**src/hw/rtl/bfdh_pkg.sv**
```systemverilog
// Shared constants and control structs for the double-hash Bloom filter.
package bfdh_pkg;

  localparam int HASH_W = 64;
  localparam logic [HASH_W-1:0] DJB2_SEED = 64'd5381;

  localparam int DEF_MAX_BYTES  = 4096;
  localparam int DEF_MAX_HASHES = 16;

  typedef struct packed {
    logic busy;
    logic done;
  } mod_sts_t;

  typedef struct packed {
    logic rd_en;
    logic wr_en;
  } store_ctl_t;

endpackage

```
**src/hw/rtl/bfdh_hash.sv**
```systemverilog
// Running djb2 and sdbm key hashes, one key byte per accepted request.
module bfdh_hash (
  input  logic                       clk,
  input  logic                       rst_n,
  input  logic                       in_fire,
  input  logic [7:0]                 key_byte,
  input  logic                       last_byte,
  output logic [bfdh_pkg::HASH_W-1:0] djb2_val,
  output logic [bfdh_pkg::HASH_W-1:0] sdbm_val
);
  import bfdh_pkg::*;

  logic [HASH_W-1:0] djb2_r;
  logic [HASH_W-1:0] sdbm_r;
  logic [HASH_W-1:0] byte_ext;

  assign byte_ext = {{(HASH_W-8){1'b0}}, key_byte};

  // hash values including the byte now presented
  assign djb2_val = (djb2_r << 5) + djb2_r + byte_ext;
  assign sdbm_val = byte_ext + (sdbm_r << 6) + (sdbm_r << 16) - sdbm_r;

  always_ff @(posedge clk) begin
    if (!rst_n) begin
      djb2_r <= DJB2_SEED;
      sdbm_r <= '0;
    end else if (in_fire) begin
      if (last_byte) begin
        djb2_r <= DJB2_SEED;
        sdbm_r <= '0;
      end else begin
        djb2_r <= djb2_val;
        sdbm_r <= sdbm_val;
      end
    end
  end

endmodule

```
**config.mk**
```make
export PLATFORM = sky130hd
export DESIGN_NAME = bfdh_hash
export DESIGN_NICKNAME = d
export VERILOG_FILES = /design/src/hw/rtl/bfdh_pkg.sv /design/src/hw/rtl/bfdh_hash.sv
export SDC_FILE = /design/constraint.sdc
export NUM_CORES = 1
export LEC_CHECK = 0
export BUFFER_PORTS_ARGS = -buffer_cell sky130_fd_sc_hd__buf_2
export CAP_MARGIN = 20
export CORE_ASPECT_RATIO = 0.9
export CORE_MARGIN = 2
export CORE_UTILIZATION = 30
export DETAILED_ROUTE_END_ITERATION = 7
export PLACE_DENSITY = 0.51
export SLEW_MARGIN = 20
export SYNTH_ARGS = -nofsm -noshare
export SYNTH_HDL_FRONTEND = slang
export SYNTH_SLANG_ARGS = --single-unit
export TNS_END_PERCENT = 30
```
**constraint.sdc**
```tcl
create_clock -name clk -period 11 [get_ports clk]
set_clock_uncertainty 0.1 [all_clocks]
set_input_delay 1.65 -clock clk [delete_from_list [all_inputs] [get_ports clk]]
set_output_delay 1.65 -clock clk [all_outputs]
set_load 0.02 [all_outputs]
```
==> results.yml <==
yosys:
  syn-cell-area_um2: 14200
  ys_warn_count: 0
  synth_fa_ha_area_share_pct: 25.1
  yosys.area.top_type: "dfxtp_1"
  synth_cells: 1749
  synth_common_cells: "198 x ha_1, 188 x inv_1, 150 x a21oi_1"
  synth_most_common_cell: "ha_1"
  synth_top_area_share_pct: 18.1
  ys_ff_latch: 128
  synth_edf_count: 0
  async_reset_ff_share_pct: 0
  synth-simple-area-share_pct: 14.7
  synthXorXnorAreaFrac_pct: 7.55
  synth_top_family_by_area: "compound AO/OA/AOI/OAI gates"
  synthTopCellsByArea: "dfxtp_1 18%, ha_1 17%, fa_1 7.6%, a21oi_1 5.3%, inv_1 5.0%"
  synth-compound-area-share_pct: 26.8
  ys_seq_area_share_pct: 18.1
  avgSynthCellArea_um2: 8.09
  syn-num-nets: 2013
  ys_types: 78
  synth_mux_area_share_pct: 0.221
  synth_ff_type: "dfxtp_1"
route:
  remaining_drc_errors: 0
  avgViaCountPerCell: 5.29
  drt-wirelength-per-cell_um: 18.8
  first_iter_violations: 813
  ant_nets: 0
  vias: 13000
  wl_um: 46300
  drt_first_pass_iters: 5
final_layout:
  regArea_um2: 2560
  finalNetCount: 2090
  stdcell_count: 2455
  utilization_pct: 34.1
  drive_above_1_share_pct: 11.3
  diodes: 0
  multi_input_comb_area_um2: 10600
  n_fill_cell: 4978
  area_growth_pct: 12.3
clock_tree:
  clock_sinks: 128
  clk_pin_slew_ns: 0.06
  clk_latency_ns: 0.48
  numCtsBuffers: 17
  cts.repair.resized: 0
  postCtsSetupBuffers: 0
  cts_hold_buf: 0
  cts_tree: "yes"
  htreeDepth: 4
  clk_path_buf_depth: 2
  clock-root-buffer: "clkbuf_16"
worst_hold_path:
  hold_class: "reg2reg"
placement:
  portBuffers: 139
  hpwl_um: 37700
  dp_cells: 2423
  place_congestion: 0.919
floorplanning:
  row_count: 75
  initial_core_util_pct: 30.4
  io_pins: 140
  core-area_um2: 46600
  die_h_um: 210
  die_x_um: 233
  die_area_um2: 48900
global_route:
  grt_pass1_wl_um: 72300
  antenna_found_initial: 0
  overflow: 0
  grt_usage_pct: 19.2
  grt_pass1_vias: 12500
  grt_max_degree: 69
sta:
  layout_worst_path_cycle_share_pct: 65.9
  finalCriticalPeriod_ns: 7.25
  fin_tns_setup_ns: 0
  final-hold-violation-count: 0
  fmax_mhz: 138
  slew_headroom_pct: 46.0
  hold_ws_ns: 0.383
  worst_pin_slew_ns: 0.811
  setup_viol: 0
  maxSlewViolCount: 0
  rsz0062_at_grt: "no"
status:
  status: "complete, no violations"
job:
  drv_cap: 0
critical_path:
  crit_family: "compound AO/OA/AOI/OAI gates"
  cp_slowest_cell: "fa_1"
  worst-path-buf-inv: 4
  cp.required_ns: 9.25
  endpoint_kind: "output port"
  worstSetupStartpointType: "input pin"
  cp.arrival_ns: 5.50
  critPathKind: "in2out"
  path_cells: "buf_2, inv_1, fa_1, inv_1, ha_1, a21oi_1, o22ai_1, o221ai_1, a311oi_1, o21ai_1, a21oi_1, o2bb2ai_1, o21bai_1, o21ai_1, xnor2_1, buf_2"
  critPathMaxStageDelay_ns: 0.53
  worstPathMaxFanout: 6
-- per-stage QoR --
step | worst slack (ns) | area [um^2]
6_report | 3.75 | 15900
3_3_place_gp | 3.92 | 15300
5_1_grt | 3.50 | 15900
4_1_cts | 3.79 | 15900
3_5_place_dp | 3.80 | 15300
2_1_floorplan | 4.58 | 14200
-- flip-flops by register name (all words and copies together) (netlist names) --
register	count
djb2_r	64
sdbm_r	64
-- final cells by class --
cell class | count | area share, %
Clock buffer | 23 | 3.07
Clock inverter | 9 | 0.511
Inverter | 188 | 4.44
Timing Repair Buffer | 145 | 4.66
Tap cell | 616 | 4.85
Sequential cell | 128 | 16.1
Multi-Input combinational cell | 1346 | 66.4
-- placed cells by master, fill, tap and decap left out, types with 8 or more instances in the layout --
cell type  count
nor2b_1       61
o31ai_1        8
buf_2        139
clkbuf_16     17
nand2_1      134
xor2_1        51
nand4_1       38
nand3_1       19
fa_1          54
nor2_1        73
a22o_1        65
o21a_1        13
ha_1         198
inv_1        187
and2_1        25
o22ai_1        8
a21oi_1      150
a21o_1        62
a211oi_1       8
o21ai_0       80
dfxtp_1      128
nand2b_1      11
a31oi_1       10
and3_1        10
a22oi_1       38
o21bai_1      27
nor3_1        13
xnor2_1       71
o21ai_1       15
-- logic make-up (layout without fill, tap and decap cells) --
group	count (synthesis)	count (layout)
AOI/OAI and AO/OA	553	553
xor gates and xnor gates	122	122
adders and majority gates	252	252
buffers and inverters	275	365
DFF	128	128
muxes	3	3
and+or+nand+nor	416	416
-- layer usage --
metal	vias up	share of wire, %	GRT usage, %
met5	-	0	0
met1	6226	50	27.3
met4	0	1.7	5.45
met3	42	4.6	3.37
li1	6392	-	-
met2	324	44	29.5
-- worst paths after layout --
check              startpoint            to  slack, ns  cells past startpoint
setup / recovery  key_byte[7]  sdbm_val[62]       3.75                     16
hold / removal     djb2_r[61]    djb2_r[61]       0.38                      1
setup reg to reg    sdbm_r[3]    sdbm_r[60]       6.61                     13
hold reg to reg    djb2_r[61]    djb2_r[61]       0.38                      1
Power is not shown: default switching activity piles up to over one toggle a cycle in this logic, so the estimate is an artifact.
