$ cat src/hw/rtl/bfdh_pkg.sv
// Shared constants and control structs for the double-hash Bloom filter.
package bfdh_pkg;

  localparam int HASH_W = 64;
  localparam logic [HASH_W-1:0] DJB2_SEED = 64'd5381;

  localparam int DEF_MAX_BYTES  = 4096;
  localparam int DEF_MAX_HASHES = 16;

  typedef struct packed {
    logic busy;
    logic done;
  } mod_sts_t;

  typedef struct packed {
    logic rd_en;
    logic wr_en;
  } store_ctl_t;

endpackage

$ cat src/hw/rtl/bfdh_mod.sv
// Bit-serial remainder of a 64-bit hash by the store modulus, one bit per cycle.
module bfdh_mod #(
  parameter int MW = 16
) (
  input  logic                       clk,
  input  logic                       rst_n,
  input  logic                       start,
  input  logic [bfdh_pkg::HASH_W-1:0] value,
  input  logic [MW-1:0]              modulus,
  output bfdh_pkg::mod_sts_t         sts,
  output logic [MW-1:0]              result
);
  import bfdh_pkg::*;

  localparam int CW = $clog2(HASH_W);

  logic [HASH_W-1:0] val_r;
  logic [MW-1:0]     rem_r;
  logic [MW-1:0]     m_r;
  logic [CW-1:0]     cnt_r;
  logic              busy_r;
  logic              done_r;
  logic [MW:0]       shifted;
  logic [MW-1:0]     rem_nxt;

  // rem < m holds, so one compare and subtract keeps it reduced
  assign shifted = {rem_r, val_r[HASH_W-1]};
  assign rem_nxt = (shifted >= {1'b0, m_r}) ? MW'(shifted - {1'b0, m_r}) : MW'(shifted);

  always_ff @(posedge clk) begin
    if (!rst_n) begin
      busy_r <= 1'b0;
      done_r <= 1'b0;
      cnt_r  <= '0;
    end else begin
      done_r <= 1'b0;
      if (start) begin
        busy_r <= 1'b1;
        cnt_r  <= CW'(HASH_W - 1);
      end else if (busy_r) begin
        cnt_r <= cnt_r - 1'b1;
        if (cnt_r == '0) begin
          busy_r <= 1'b0;
          done_r <= 1'b1;
        end
      end
    end
  end

  always_ff @(posedge clk) begin
    if (start) begin
      val_r <= value;
      m_r   <= modulus;
      rem_r <= '0;
    end else if (busy_r) begin
      val_r <= val_r << 1;
      rem_r <= rem_nxt;
    end
  end

  assign sts.busy = busy_r;
  assign sts.done = done_r;
  assign result   = rem_r;

endmodule

$ cat config.mk
export PLATFORM = sky130hd
export DESIGN_NAME = bfdh_mod
export DESIGN_NICKNAME = d
export VERILOG_FILES = /design/src/hw/rtl/bfdh_pkg.sv /design/src/hw/rtl/bfdh_mod.sv
export SDC_FILE = /design/constraint.sdc
export NUM_CORES = 1
export LEC_CHECK = 0
export ABC_AREA = 1
export BUFFER_PORTS_ARGS = -buffer_cell sky130_fd_sc_hd__buf_2
export CAP_MARGIN = 20
export CORE_ASPECT_RATIO = 1.2
export CORE_UTILIZATION = 44
export DETAILED_ROUTE_END_ITERATION = 12
export PLACE_DENSITY = 0.75
export SLEW_MARGIN = 20
export SYNTH_ARGS = -nofsm -noshare
export SYNTH_HDL_FRONTEND = slang
export SYNTH_SLANG_ARGS = --single-unit
$ cat constraint.sdc
create_clock -name clk -period 3.6 [get_ports clk]
set_clock_uncertainty 0.1 [all_clocks]
set_input_delay 0.72 -clock clk [delete_from_list [all_inputs] [get_ports clk]]
set_output_delay 0.72 -clock clk [all_outputs]
set_load 0.03 [all_outputs]
==> summary by stage, run 1 <==
Yosys
The leading register cell type out of synthesis is sky130_fd_sc_hd__edfxtp_1. Counting instances in the post-synthesis netlist gives the leading cell types as sky130_fd_sc_hd__nand2_1, sky130_fd_sc_hd__edfxtp_1, sky130_fd_sc_hd__inv_1, sky130_fd_sc_hd__nand3_1, sky130_fd_sc_hd__dfxtp_1. The net count after synthesis is 758. The number of library cell types mapped by synthesis is 39. The largest area contributor in the synthesized netlist is sky130_fd_sc_hd__edfxtp_1.

The synthesized design contains 80 enable-type register cells. Counting flops and latches in the post-synthesis netlist gives around 100. The share of the synthesized area in the top cell type is between 40% and 50%. After technology mapping, the gate count stands at 656. The async set-or-reset flop fraction in the synthesized netlist is 0%. The count of yosys warnings during synthesis is 0.

In this run the mean area of a mapped cell was 8.33 µm². In the post-synthesis netlist, the cell with the most instances is sky130_fd_sc_hd__nand2_1. The sequential element share of the synthesized area is 52.7%. After synthesis, the cell types taking the most area are sky130_fd_sc_hd__edfxtp_1, sky130_fd_sc_hd__nand2_1, sky130_fd_sc_hd__dfxtp_1. The synthesized netlist occupies a cell area of 0.00547 mm².

Worst setup path
The largest individual stage delay along the critical path comes from the cell sky130_fd_sc_hd__nor2_1. Measured in cells, the most critical reg-to-reg path has a length of 5. STA puts the critical path data arrival time at 2.78 ns. The data required time of the worst path is 3.70 ns.

For this run, the slowest stage of the critical path takes about 0.8 ns. For flop-to-flop paths, the worst setup slack is 0.97 ns. Traced cell by cell, the critical path runs through buf_2, nor2_1, inv_2, buf_12, o21ai_0, a21oi_1.

The classification of the worst setup path is in2reg. The startpoint identified for the worst register-to-register timing path is busy_r$_SDFF_PN0_. The critical path startpoint category is a primary input. The critical path endpoint category is a flip-flop. The worst reg2reg path endpoint is cnt_r[0]$_SDFFE_PN0P_. Along the worst path, the maximum fanout reaches 43.

STA
At the pin with the least slew margin, the transition time is 1.08 ns. Setup repair after global routing left no endpoint under its margin. The tightest slew margin relative to the limit is 27.6%. For this run, the top clock speed supported by timing is 374 MHz. The final critical path takes up 74.3% of the cycle. The number of hold violations in the final report is 0. The setup total negative slack is 0 ns. Setup violations remaining at the end of the flow were counted as 0. Counting I/O delays and the setup requirement, the final critical path takes roughly 2.7 ns. The number of max-slew violations in the final report is 0.

Global route
For this run, the total global-route usage over all layers was measured as 18.4%. The total overflow left after global routing is 0. The initial antenna violation count is 0. Entering global routing, the biggest net connects 87 pins. The number of global-route vias before repair is slightly above 4000.

The first global-routing pass estimated 18700 µm of wire.

Worst hold path
The min-delay analysis places its worst path in the category reg2reg. The number of cells on the worst hold path is 1. The startpoint identified for the worst hold timing path is cnt_r[0]$_SDFFE_PN0P_. The worst-case hold path end point is cnt_r[0]$_SDFFE_PN0P_.

Drt
The post-detailed-routing wire length is 11200 µm. After detailed routing, the met3 layer carries about 570 µm of wire. In this run the remaining antenna-violating nets after routing total 0. In the routed design, unresolved DRC markers number 0. For this run, the detailed router's first-pass iteration total came to 4. The overall via count from detail_route is 4393. Dividing the detail-routed via count by the number of cells gives 4.81. Dividing the detail-routed wire length by the instance count gives 12.3 µm. The first routing iteration left roughly 200 violations. The highest layer used for signal routing is met4.

The detailed router put a total of a little under 5000 µm of wire on met1. Summed over all nets, wire length on met2 after detailed routing comes to 5530 µm.

CTS
CTS saw 104 sinks. The hold buffer count at cts is 0. Clock-pin slew was measured on the worst setup and hold paths at 0.07 ns. The later-pin clock latency in the skew report is about 0.34 ns. In this run, post-CTS repair resized a total of 0 instances. After clock tree synthesis, the setup repair step added 0 buffers. TritonCTS built the clock tree. The longest clock path from root to sink contains 2 buffers.

The tree is rooted in a sky130_fd_sc_hd__clkbuf_16. The H-tree was split into 3 levels. The number of buffers added by the clock tree synthesis step is 9.

Floorplanning
The number of placement rows is 44. During I/O placement, the number of pins put on the boundary was 101. The die covers 0.0129 mm². The die is 124 µm tall.

The floorplan step set the die width to 104 µm. The core footprint is 0.0121 mm². The starting utilization of the core area is 45.1%.

Pwr
The sequential cell fraction of total power is 49.8%. The clock network is responsible for roughly two fifths of the overall power. In this run, the combinational gates consume a little over a tenth of the power. The switching power is about 0.68 mW. Across the VDD grid, the largest voltage drop is 0.265 mV. The switching share of power is 23.6%.

The power density relative to cell area is 450 mW/mm². The total leakage power is 3.30 nW. Internal power comes to between 2 and 2.5 mW.

Finish
The repair_antennas step left the layout with diodes totalling 0. The number of nets in the finished design is 849. From synthesis to final layout, the design area changed by 17.8%. Cells with a size suffix above 1 make up 19.4% of the layout. The post-route standard cell area excluding fillers is 0.00644 mm².

Job
The number of max-capacitance violations reported is 0.

Placement
The final HPWL from detailed placement is about 8000 µm. The placed instances occupy a cell area of between 0.006 and 0.007 mm². At the end of routability-driven placement, the weighted congestion stood at 0.921. The number of port buffers is 100.

Outcome
The run finished with clean final reports.
## cell type report
| cell class | count | area (µm²) |
|---|---|---|
| tap | 161 | 201 |
| clock inverter | 7 | 126 |
| inverter | 78 | 293 |
| clock buffer | 9 | 225 |
| fill | 1160 | 5670 |
| timing repair buffer | 102 | 528 |
| sequential | 104 | 2880 |
| multi-input combinational | 452 | 2180 |
## layer usage
metal / GRT usage, % / vias to the layer above
met5: 0 / -
met4: 7.14 / 0
met3: 3.45 / 16
met2: 31.5 / 118
met1: 23.4 / 1984
li1: - / 2275
## worst max path at each step
stage	from	end	slack, ns	cells past startpoint
after detailed placement	start	cnt_r[0]$_SDFFE_PN0P_	0.63	6
after floorplan	start	val_r[0]$_SDFFCE_PN0P_	0.80	3
after global placement	start	cnt_r[0]$_SDFFE_PN0P_	0.64	6
after global routing	start	cnt_r[0]$_SDFFE_PN0P_	0.77	6
final	start	cnt_r[0]$_SDFFE_PN0P_	0.92	6
after CTS	start	cnt_r[0]$_SDFFE_PN0P_	1.01	6
## placed cells by master, fill, tap and decap left out, drive strengths merged
cell | netlist | final
xnor2 | 5 | 5
clkinv | 1 | 2
o21ai | 10 | 10
or2 | 2 | 2
inv | 77 | 79
bufinv | 0 | 3
nand3 | 44 | 44
clkbuf | 13 | 9
nand3b | 7 | 7
o31ai | 3 | 3
ha | 18 | 18
xor2 | 2 | 2
a21oi | 15 | 15
nor3 | 3 | 3
and3 | 1 | 1
nand4 | 6 | 6
o211ai | 1 | 1
a221oi | 1 | 1
edfxtp | 80 | 80
nand2 | 309 | 309
a31oi | 1 | 1
fa | 1 | 1
clkinvlp | 0 | 1
dfxtp | 24 | 24
buf | 9 | 102
nor2 | 20 | 20
and2 | 2 | 2
nor4 | 1 | 1
## power by group through the flow
stage          Clock [mW]  Sequential, mW  Combinational (mW)
2_1_floorplan           0            1.47               0.205
3_3_place_gp            0            1.47               0.306
3_5_place_dp            0            1.47               0.311
5_1_grt              1.21            1.45               0.355
6_report             1.15            1.44               0.309
4_1_cts              1.17            1.44               0.312
## kinds of logic after synthesis
group	Yosys count	share of synthesized area, %
XOR/XNOR	7	1.12
AO/OA/AOI/OAI	31	3.18
AND/OR/NAND/NOR	395	31.1
buffers and inverters	100	7.35
flip-flops	104	52.7
adder cells (fa/ha/maj)	19	4.49
## critical path, delay by kind of cell
kind,cells,cell delay (ns)
buffers and inverters,3,1.00
AND/OR/NAND/NOR,1,0.80
AO/OA/AOI/OAI,2,0.23
## metrics by stage
stage / worst slack, ns / utilization (%) / instances / hold slack, ns / power [mW]
final: 0.924 / 53.2 / 913 / 0.367 / 2.90
after floorplan: 0.800 / - / 656 / 0.322 / 1.67
after CTS: 1.01 / 53.2 / 913 / 0.375 / 2.92
after global routing: 0.772 / 53.2 / 913 / 0.389 / 3.02
after global placement: 0.642 / 50.3 / 897 / 0.360 / 1.77
after detailed placement: 0.630 / 50.3 / 897 / 0.354 / 1.78
## flip-flops by register name, indices dropped and copies added, names as in the netlist
register	cells
m_r	16
busy_r	1
cnt_r	6
result	16
val_r	64
done_r	1
Note: power is estimated with default switching activity, not from simulation.
==> inputs of run 2 (changes only) <==
--- a/config.mk
+++ b/config.mk
@@ -5,7 +5,7 @@
 export SDC_FILE = /design/constraint.sdc
 export NUM_CORES = 1
 export LEC_CHECK = 0
-export ABC_AREA = 1
+export ABC_AREA = 0
 export BUFFER_PORTS_ARGS = -buffer_cell sky130_fd_sc_hd__buf_2
 export CAP_MARGIN = 20
 export CORE_ASPECT_RATIO = 1.2
==> constraint.sdc (replaced) <==
create_clock -name clk -period 2.5 [get_ports clk]
set_clock_uncertainty 0.1 [all_clocks]
set_input_delay 0.5 -clock clk [delete_from_list [all_inputs] [get_ports clk]]
set_output_delay 0.5 -clock clk [all_outputs]
set_load 0.03 [all_outputs]
==> summary by stage, run 2 <==
Placement
The placer congestion estimate is 0.864 (-6.1%). The instance count after placement with tap cells included is 644 (-28%). The number of port buffers came to 100 (unchanged). The final HPWL from detailed placement is 6600 µm (-17%). The placement-stage worst setup slack came to 0.0232 ns (-0.607 ns).

Worst setup path
The worst setup path is launched from a flip-flop. The signal on the critical path passes through inv_2, ha_2, inv_1, fa_2, a21oi_1, o21ai_1, a21oi_2, o21ai_1, a211o_1, nand4_1, a311oi_1. The arrival time reported for the critical path endpoint is 2.45 ns (-0.33 ns). The setup path with the least slack is of type reg2reg. The data required time of the worst path is 2.61 ns (-1.09 ns). Grouping stages by cell kind, the critical path spends the most delay in compound AO/OA/AOI/OAI gates. The largest stage delay on the critical path was 0.38 ns (-0.42 ns). The buffers plus inverters on the worst setup path is 2 (-1). The most frequent cell on the critical path is sky130_fd_sc_hd__o21ai_1. The critical-path maximum fanout is 3 (-93%).

The cell at the slowest stage of the critical path is sky130_fd_sc_hd__edfxtp_1. STA classifies the critical path endpoint as a flip-flop.

STA
The share of the clock period used by the worst path after layout is 93.6%. The tightest slew margin relative to the limit is 68.5% (+41 points). The final hold slack is 0.220 ns (-0.146 ns).

The setup violation total in the final timing report came to 0 (unchanged). The setup total negative slack is 0 ns (unchanged). The worst path in the final design needs a cycle of 2.34 ns, including I/O delays and setup.

The final worst slack is 0.159 ns (-0.765 ns). Based on the critical path, the design can be clocked at up to 427 MHz. The actual transition at the worst max-transition pin came to 0.466 ns (-0.616 ns).

The number of max-slew violations in the final report is 0 (unchanged). The number of hold violations in the final report was 0 (unchanged).

Pwr
The final total power is 4.43 mW (+53%). The total leakage power is 2.52 nW (-24%). The power density relative to cell area is 715 mW/mm² (+59%). The worst supply voltage drop on vdd was 0.407 mV (+54%).

Floorplanning
The area of the die is 0.0122 mm² (-5.5%). The number of placement rows was 42 (-4.5%). The height of the die is 121 µm (-2.8%). The horizontal die dimension is 101 µm (-2.8%). The core footprint came to 0.0112 mm² (-7.1%).

The starting utilization of the core area is 45.9% (+0.76 points). The total I/O pin count is 101 (unchanged).

CTS
The number of sinks driven by the clock tree came to 104 (unchanged). The H-tree depth was 3 (unchanged). The later-pin clock latency in the skew report is 0.35 ns (about the same). The hold buffer count at cts is 0 (unchanged). The TritonCTS clock tree is yes.

Clock tree synthesis selected as its root buffer the cell sky130_fd_sc_hd__clkbuf_16. The number of buffers added by the clock tree synthesis step was 9 (unchanged). The maximum clock insertion buffer count was 2 (unchanged). The clock slew at the register clock pins of the worst setup and hold paths came to 0.07 ns (about the same).

Finish
The area used by sequential logic in the layout is 0.00288 mm² (unchanged). The total inserted antenna cells was 0 (unchanged). The proportion of layout cells with a drive suffix above 1 came to 40.5% (+21 points). The number of nets in the finished design came to 606 (-29%). The area occupied by multi-input gates is 0.00212 mm² (-2.8%).

The filler cell count is 986 (-15%). The area growth from synthesis to layout is 20.1%. The number of flip-flops in the largest register came to 64 (unchanged). The non-filler instance count after layout is 663 (-27%). val_r holds more flip-flops than any other register. In the layout the commonest cells are sky130_fd_sc_hd__buf_2, sky130_fd_sc_hd__edfxtp_1, sky130_fd_sc_hd__mux2_2. The library cell used most frequently in the layout, excluding fill and tap cells, is sky130_fd_sc_hd__buf_2.

Global route
The initial antenna violation count is 1 (+1). The aggregate global routing overflow was 0 (unchanged). The first-pass GRT wire length came to 15800 µm (-15%). The maximum number of pins on one net before global-route repair came to 65 (-25%).

The number of global-route vias before repair came to 3401 (-18%). The overall routing resource usage is 16.8% (-1.6 points).

Job
The number of max-capacitance violations reported is 0 (unchanged).

Yosys
The count of yosys warnings during synthesis is 0 (unchanged). The number of library cell types mapped by synthesis is 53 (+36%). The total of flip-flops plus latches after synthesis is 104 (unchanged). The post-synthesis cell count is 404 (-38%).

Among all flip-flop cells after synthesis, the most frequent one is sky130_fd_sc_hd__edfxtp_1. The sequential element share of the synthesized area was 55.9% (+3.1 points). The share of the synthesized area in the top cell type is 46.5% (+2.6 points). The async set-or-reset flop fraction in the synthesized netlist is 0% (unchanged). By instance count, the leading cell after synthesis is sky130_fd_sc_hd__edfxtp_1. The post-synthesis instance area is 0.00516 mm² (-5.6%). The net count after synthesis was 506 (-33%). The largest area contributor in the synthesized netlist is sky130_fd_sc_hd__edfxtp_1. By area the synthesized netlist is led by sky130_fd_sc_hd__edfxtp_1, sky130_fd_sc_hd__mux2_2, sky130_fd_sc_hd__dfxtp_1. The number of enable-type register cells in the synthesized netlist came to 80 (unchanged). The mean instance size in the synthesized netlist was 12.8 µm² (+53%). The commonest cells after synthesis are sky130_fd_sc_hd__edfxtp_1, sky130_fd_sc_hd__mux2_2, sky130_fd_sc_hd__nor2_1, sky130_fd_sc_hd__dfxtp_1, sky130_fd_sc_hd__inv_1.

Drt
The overall via count from detail_route came to 3388 (-23%). The starting DRC count in detailed routing was 82 (-60%). The number of detailed-route iterations in the first pass came to 4 (unchanged). The number of vias per cell is 5.11 (+6.2%). The average wire per standard cell is 14.5 µm (+18%). The remaining routing DRC violations is 0 (unchanged). The post-detailed-routing wire length is 9620 µm (-14%). The count of nets left with antenna violations after detail routing is 0 (unchanged).

Outcome
The flow ran to the end, and the final reports show no timing, DRC or antenna violations.

Worst hold path
The path category of the worst min-delay check is in2reg.
## run 2: changes by cell type after synthesis, moves of 7 or more
cell / before / now
sky130_fd_sc_hd__nand2_1: 301 / 19
sky130_fd_sc_hd__mux2_2: 0 / 63
sky130_fd_sc_hd__inv_1: 76 / 20
sky130_fd_sc_hd__nand3_1: 35 / 5
sky130_fd_sc_hd__a211oi_1: 0 / 15
sky130_fd_sc_hd__nor2_1: 15 / 30
sky130_fd_sc_hd__mux2i_1: 0 / 10
sky130_fd_sc_hd__nand3_2: 9 / 1
sky130_fd_sc_hd__o21a_1: 0 / 8
sky130_fd_sc_hd__xor2_1: 2 / 10
sky130_fd_sc_hd__nand3b_1: 7 / 0
## run 2: report_power, final
group	switching (mW)	total, mW	internal [mW]
logic	0.460	0.857	0.398
clock network	0.659	1.45	0.789
registers	0.0706	2.13	2.06
total	1.19	4.43	3.25
## run 2: what timing repair did
item	CTS	global route
setup buffers	0	3
resized for setup	0	10
endpoints found under the setup margin	0	6
## run 2: final cells by class
type | count | area share [%]
Clock buffer | 9 | 3.63
Clock inverter | 7 | 1.27
Inverter | 20 | 1.21
Multi-Input combinational cell | 258 | 34.2
Sequential cell | 104 | 46.5
Tap cell | 154 | 3.11
Timing Repair Buffer | 111 | 10.1
## run 2: per-stage QoR
stage	area, µm²	util, %
after floorplan	5160	-
after global routing	6200	55.1
after detailed placement	5840	52.0
after CTS	6150	54.7
after global placement	5840	52.0
final	6200	55.1
## run 2: final timing paths
kind | start | end | slack, ns | depth (start not counted)
min | modulus[14] | m_r[14]$_DFFE_PP_ | 0.22 | 1
max reg2reg | val_r[63]$_DFFE_PP_ | result[14]$_SDFFE_PP0P_ | 0.16 | 11
max | val_r[63]$_DFFE_PP_ | result[14]$_SDFFE_PP0P_ | 0.16 | 11
min reg2reg | result[5]$_SDFFE_PP0P_ | result[5]$_SDFFE_PP0P_ | 0.42 | 2
## run 2: routing by layer
layer	wire [µm]	vias up	global-route usage, %
met5	10	-	0
met4	206	2	8.06
met3	707	14	5.49
met2	4380	103	26.7
met1	4310	1587	20.5
li1	-	1682	-
## run 2: kinds of logic (layout without fill, tap and decap cells)
kind of cell	Yosys count	after routing	share of synthesized area [%]
AOI/OAI and AO/OA	69	69	9.60
adders and majority gates	19	19	4.75
buffers and inverters	42	147	3.61
xor gates and xnor gates	17	17	2.88
muxes	74	74	16.0
and+or+nand+nor	79	79	7.32
DFF	104	104	55.9
==> inputs of run 3 (changes only) <==
--- a/config.mk
+++ b/config.mk
@@ -8,10 +8,14 @@
 export ABC_AREA = 0
 export BUFFER_PORTS_ARGS = -buffer_cell sky130_fd_sc_hd__buf_2
 export CAP_MARGIN = 20
+export CELL_PAD_IN_SITES_DETAIL_PLACEMENT = 1
+export CELL_PAD_IN_SITES_GLOBAL_PLACEMENT = 2
 export CORE_ASPECT_RATIO = 1.2
-export CORE_UTILIZATION = 44
+export CORE_MARGIN = 3
+export CORE_UTILIZATION = 37
 export DETAILED_ROUTE_END_ITERATION = 12
-export PLACE_DENSITY = 0.75
+export PLACE_DENSITY = 0.89
+export SETUP_SLACK_MARGIN = 0.4
 export SLEW_MARGIN = 20
 export SYNTH_ARGS = -nofsm -noshare
 export SYNTH_HDL_FRONTEND = slang
==> summary by stage, run 3 (synthesis results as in run 2) <==
Worst setup path
The worst setup path is launched from a flip-flop. The worst register-to-register path begins at val_r[63]$_DFFE_PP_. The cell count of the worst reg-to-reg path was 11 (unchanged).

The classification of the worst setup path is reg2reg. The arrival time reported for the critical path endpoint is 2.49 ns (+0.04 ns). The signal on the critical path passes through inv_2, ha_4, inv_2, fa_2, nand3_4, a21oi_4, o31ai_4, a21boi_2, o21ai_1, o311ai_2, a311oi_2. The register-to-register setup slack came to 0.17 ns (about the same). The critical path endpoint category is a flip-flop.

The worst reg2reg path endpoint is result[12]$_SDFFE_PP0P_. The largest stage delay on the critical path is 0.41 ns (+0.03 ns). The most frequent cell on the critical path is sky130_fd_sc_hd__inv_2. The critical-path maximum fanout was 3 (unchanged).

The cell at the slowest stage of the critical path is sky130_fd_sc_hd__fa_2. The data required time of the worst path was 2.66 ns (+0.05 ns).

STA
The share of the clock period used by the worst path after layout is 93.2% (-0.48 points). The setup violation total in the final timing report is 0 (unchanged). The number of max-slew violations in the final report is 0 (unchanged).

The actual transition at the worst max-transition pin came to 0.433 ns (-0.0330 ns). The number of hold violations in the final report was 0 (unchanged). Setup repair after global routing could not meet its margin everywhere.

The tightest slew margin relative to the limit is 70.7% (+2.2 points). The achievable clock frequency was 429 MHz (+0.52%). The final critical-path required period was 2.33 ns (-0.0121 ns).

The setup total negative slack was 0 ns (unchanged).

Drt
The overall via count from detail_route was 3533 (+4.3%). The number of vias per cell is 5.14 (+0.64%). The number of detailed-route iterations in the first pass is 4 (unchanged). The post-detailed-routing wire length is 12100 µm (+26%). The remaining routing DRC violations is 0 (unchanged). The starting DRC count in detailed routing is 117 (+43%). The average wire per standard cell is 17.7 µm (+22%). The count of nets left with antenna violations after detail routing is 0 (unchanged).

Floorplanning
The core footprint came to 0.0134 mm² (+19%). The starting utilization of the core area is 38.5% (-7.4 points). The number of placement rows came to 46 (+9.5%). The area of the die is 0.0154 mm² (+27%). The height of the die is 135 µm (+12%). The horizontal die dimension was 114 µm (+13%).

The total I/O pin count came to 101 (unchanged).

CTS
The root buffer cell chosen for the clock tree is sky130_fd_sc_hd__clkbuf_16. The H-tree depth is 3 (unchanged). TritonCTS built the clock tree. The maximum clock insertion buffer count is 2 (unchanged). The number of buffers added by the clock tree synthesis step is 9 (unchanged).

The clock slew at the register clock pins of the worst setup and hold paths is 0.08 ns (about the same). The later-pin clock latency in the skew report is 0.35 ns (about the same). The number of sinks driven by the clock tree came to 104 (unchanged).

Global route
The initial antenna violation count is 2 (+1). The first-pass GRT wire length was 19700 µm (+25%). The maximum number of pins on one net before global-route repair was 65 (unchanged). The number of global-route vias before repair is 3932 (+16%). The aggregate global routing overflow is 0 (unchanged). The overall routing resource usage is 16.2% (-0.59 points).

Worst hold path
The worst-case hold path end point is m_r[14]$_DFFE_PP_. The launch point of the worst hold path is modulus[14]. The path category of the worst min-delay check is in2reg.

The number of cells on the worst hold path is 1 (unchanged).

Outcome
The flow ran to the end, and the final reports show no timing, DRC or antenna violations.

Finish
The top cell types in the final layout, fill and taps aside, are sky130_fd_sc_hd__buf_2, sky130_fd_sc_hd__edfxtp_1, sky130_fd_sc_hd__mux2_2. The area growth from synthesis to layout is 28.8%. The number of flip-flops in the largest register is 64 (unchanged). The leading cell type in the layout, fill and taps excluded is sky130_fd_sc_hd__buf_2.

The total inserted antenna cells is 0 (unchanged). The non-filler instance count after layout came to 687 (+3.6%). The number of nets in the finished design is 616 (+1.7%).

The proportion of layout cells with a drive suffix above 1 is 53.2% (+13 points). More flip-flops sit in one register than any other, and that register is val_r.

Placement
The instance count after placement with tap cells included is 659 (+2.3%). The final HPWL from detailed placement is 8530 µm (+29%). The placer congestion estimate is 0.844 (-2.3%). The number of port buffers is 100 (unchanged).

Job
The number of max-capacitance violations reported is 0 (unchanged).

Pwr
The worst supply voltage drop on vdd was 0.376 mV (-7.7%). The total leakage power is 2.59 nW (+2.7%). The power density relative to cell area is 697 mW/mm² (-2.6%).
[run 3: cell count changes in the layout (fill, tap and decap cells not counted), moves of 5 or more]
| cell | before | now |
|---|---|---|
| sky130_fd_sc_hd__inv_1 | 19 | 14 |
| sky130_fd_sc_hd__inv_2 | 1 | 6 |
| sky130_fd_sc_hd__ha_4 | 0 | 12 |
| sky130_fd_sc_hd__buf_4 | 9 | 15 |
| sky130_fd_sc_hd__dfxtp_4 | 0 | 7 |
| sky130_fd_sc_hd__ha_1 | 17 | 4 |
| sky130_fd_sc_hd__a21oi_1 | 14 | 9 |
| sky130_fd_sc_hd__dfxtp_2 | 0 | 8 |
| sky130_fd_sc_hd__dfxtp_1 | 24 | 9 |
[run 3: worst max-delay path by stage]
stage                     cells past startpoint                       to                    from
after floorplan                               9  result[15]$_SDFFE_PP0P_  result[5]$_SDFFE_PP0P_
after global placement                        8   result[0]$_SDFFE_PP0P_       m_r[14]$_DFFE_PP_
after detailed placement                     11  result[14]$_SDFFE_PP0P_     val_r[63]$_DFFE_PP_
after CTS                                    11  result[12]$_SDFFE_PP0P_     val_r[63]$_DFFE_PP_
after global routing                         11  result[12]$_SDFFE_PP0P_     val_r[63]$_DFFE_PP_
final                                        11  result[12]$_SDFFE_PP0P_     val_r[63]$_DFFE_PP_
[run 3: per-stage QoR]
stage          total power, mW  hold WS (ns)  util, %  setup slack [ns]  cell area (µm²)
6_report                  4.63         0.217     49.6             0.171             6650
2_1_floorplan             2.84         0.425        -             0.387             5340
3_3_place_gp              3.05         0.391     44.9             0.172             6020
4_1_cts                   4.61         0.205     48.4             0.149             6490
5_1_grt                   4.87         0.202     49.6            0.0401             6650
3_5_place_dp              3.09         0.404     44.9             0.119             6020
[run 3: repair_timing]
item	4_1_cts	5_1_grt
pin swaps	27	28
gates resized for setup	28	29
hold buffers	0	0
endpoints found under the setup margin	16	16
gates cloned	1	0
setup buffers	8	3
endpoints found under the hold margin	0	0
[run 3: metal layers]
metal | GRT usage [%] | up-vias | share of wire, %
li1 | - | 1708 | -
met5 | 0 | - | 0.25
met3 | 6.57 | 14 | 7.8
met2 | 27.5 | 93 | 51
met4 | 5.02 | 4 | 1.2
met1 | 18.8 | 1714 | 40
[run 3: area by class of cell]
type                    count  area (µm²)
inverters                  20        75.1
well taps                 168         210
flip-flops and latches    104        2920
fillers                  1389        6760
clock inverters             7        71.3
clock buffers               9         225
repair buffers            120         693
multi-input cells         259        2450
[run 3: power breakdown]
group          internal (mW)  total [mW]  leakage [nW]  switching [mW]
registers               2.06        2.15          1.01          0.0870
clock network          0.707        1.42         0.139           0.717
logic                  0.510        1.06          1.44           0.550
total                   3.28        4.63          2.59            1.35
[run 3: worst max-delay path, delay by kind of cell (launching register included)]
kind                       cells  cell delay (ns)
AOI/OAI and AO/OA              6             0.99
and+or+nand+nor                1             0.10
buffers and inverters          2             0.12
adders and majority gates      2             0.54
DFF                            1             0.38
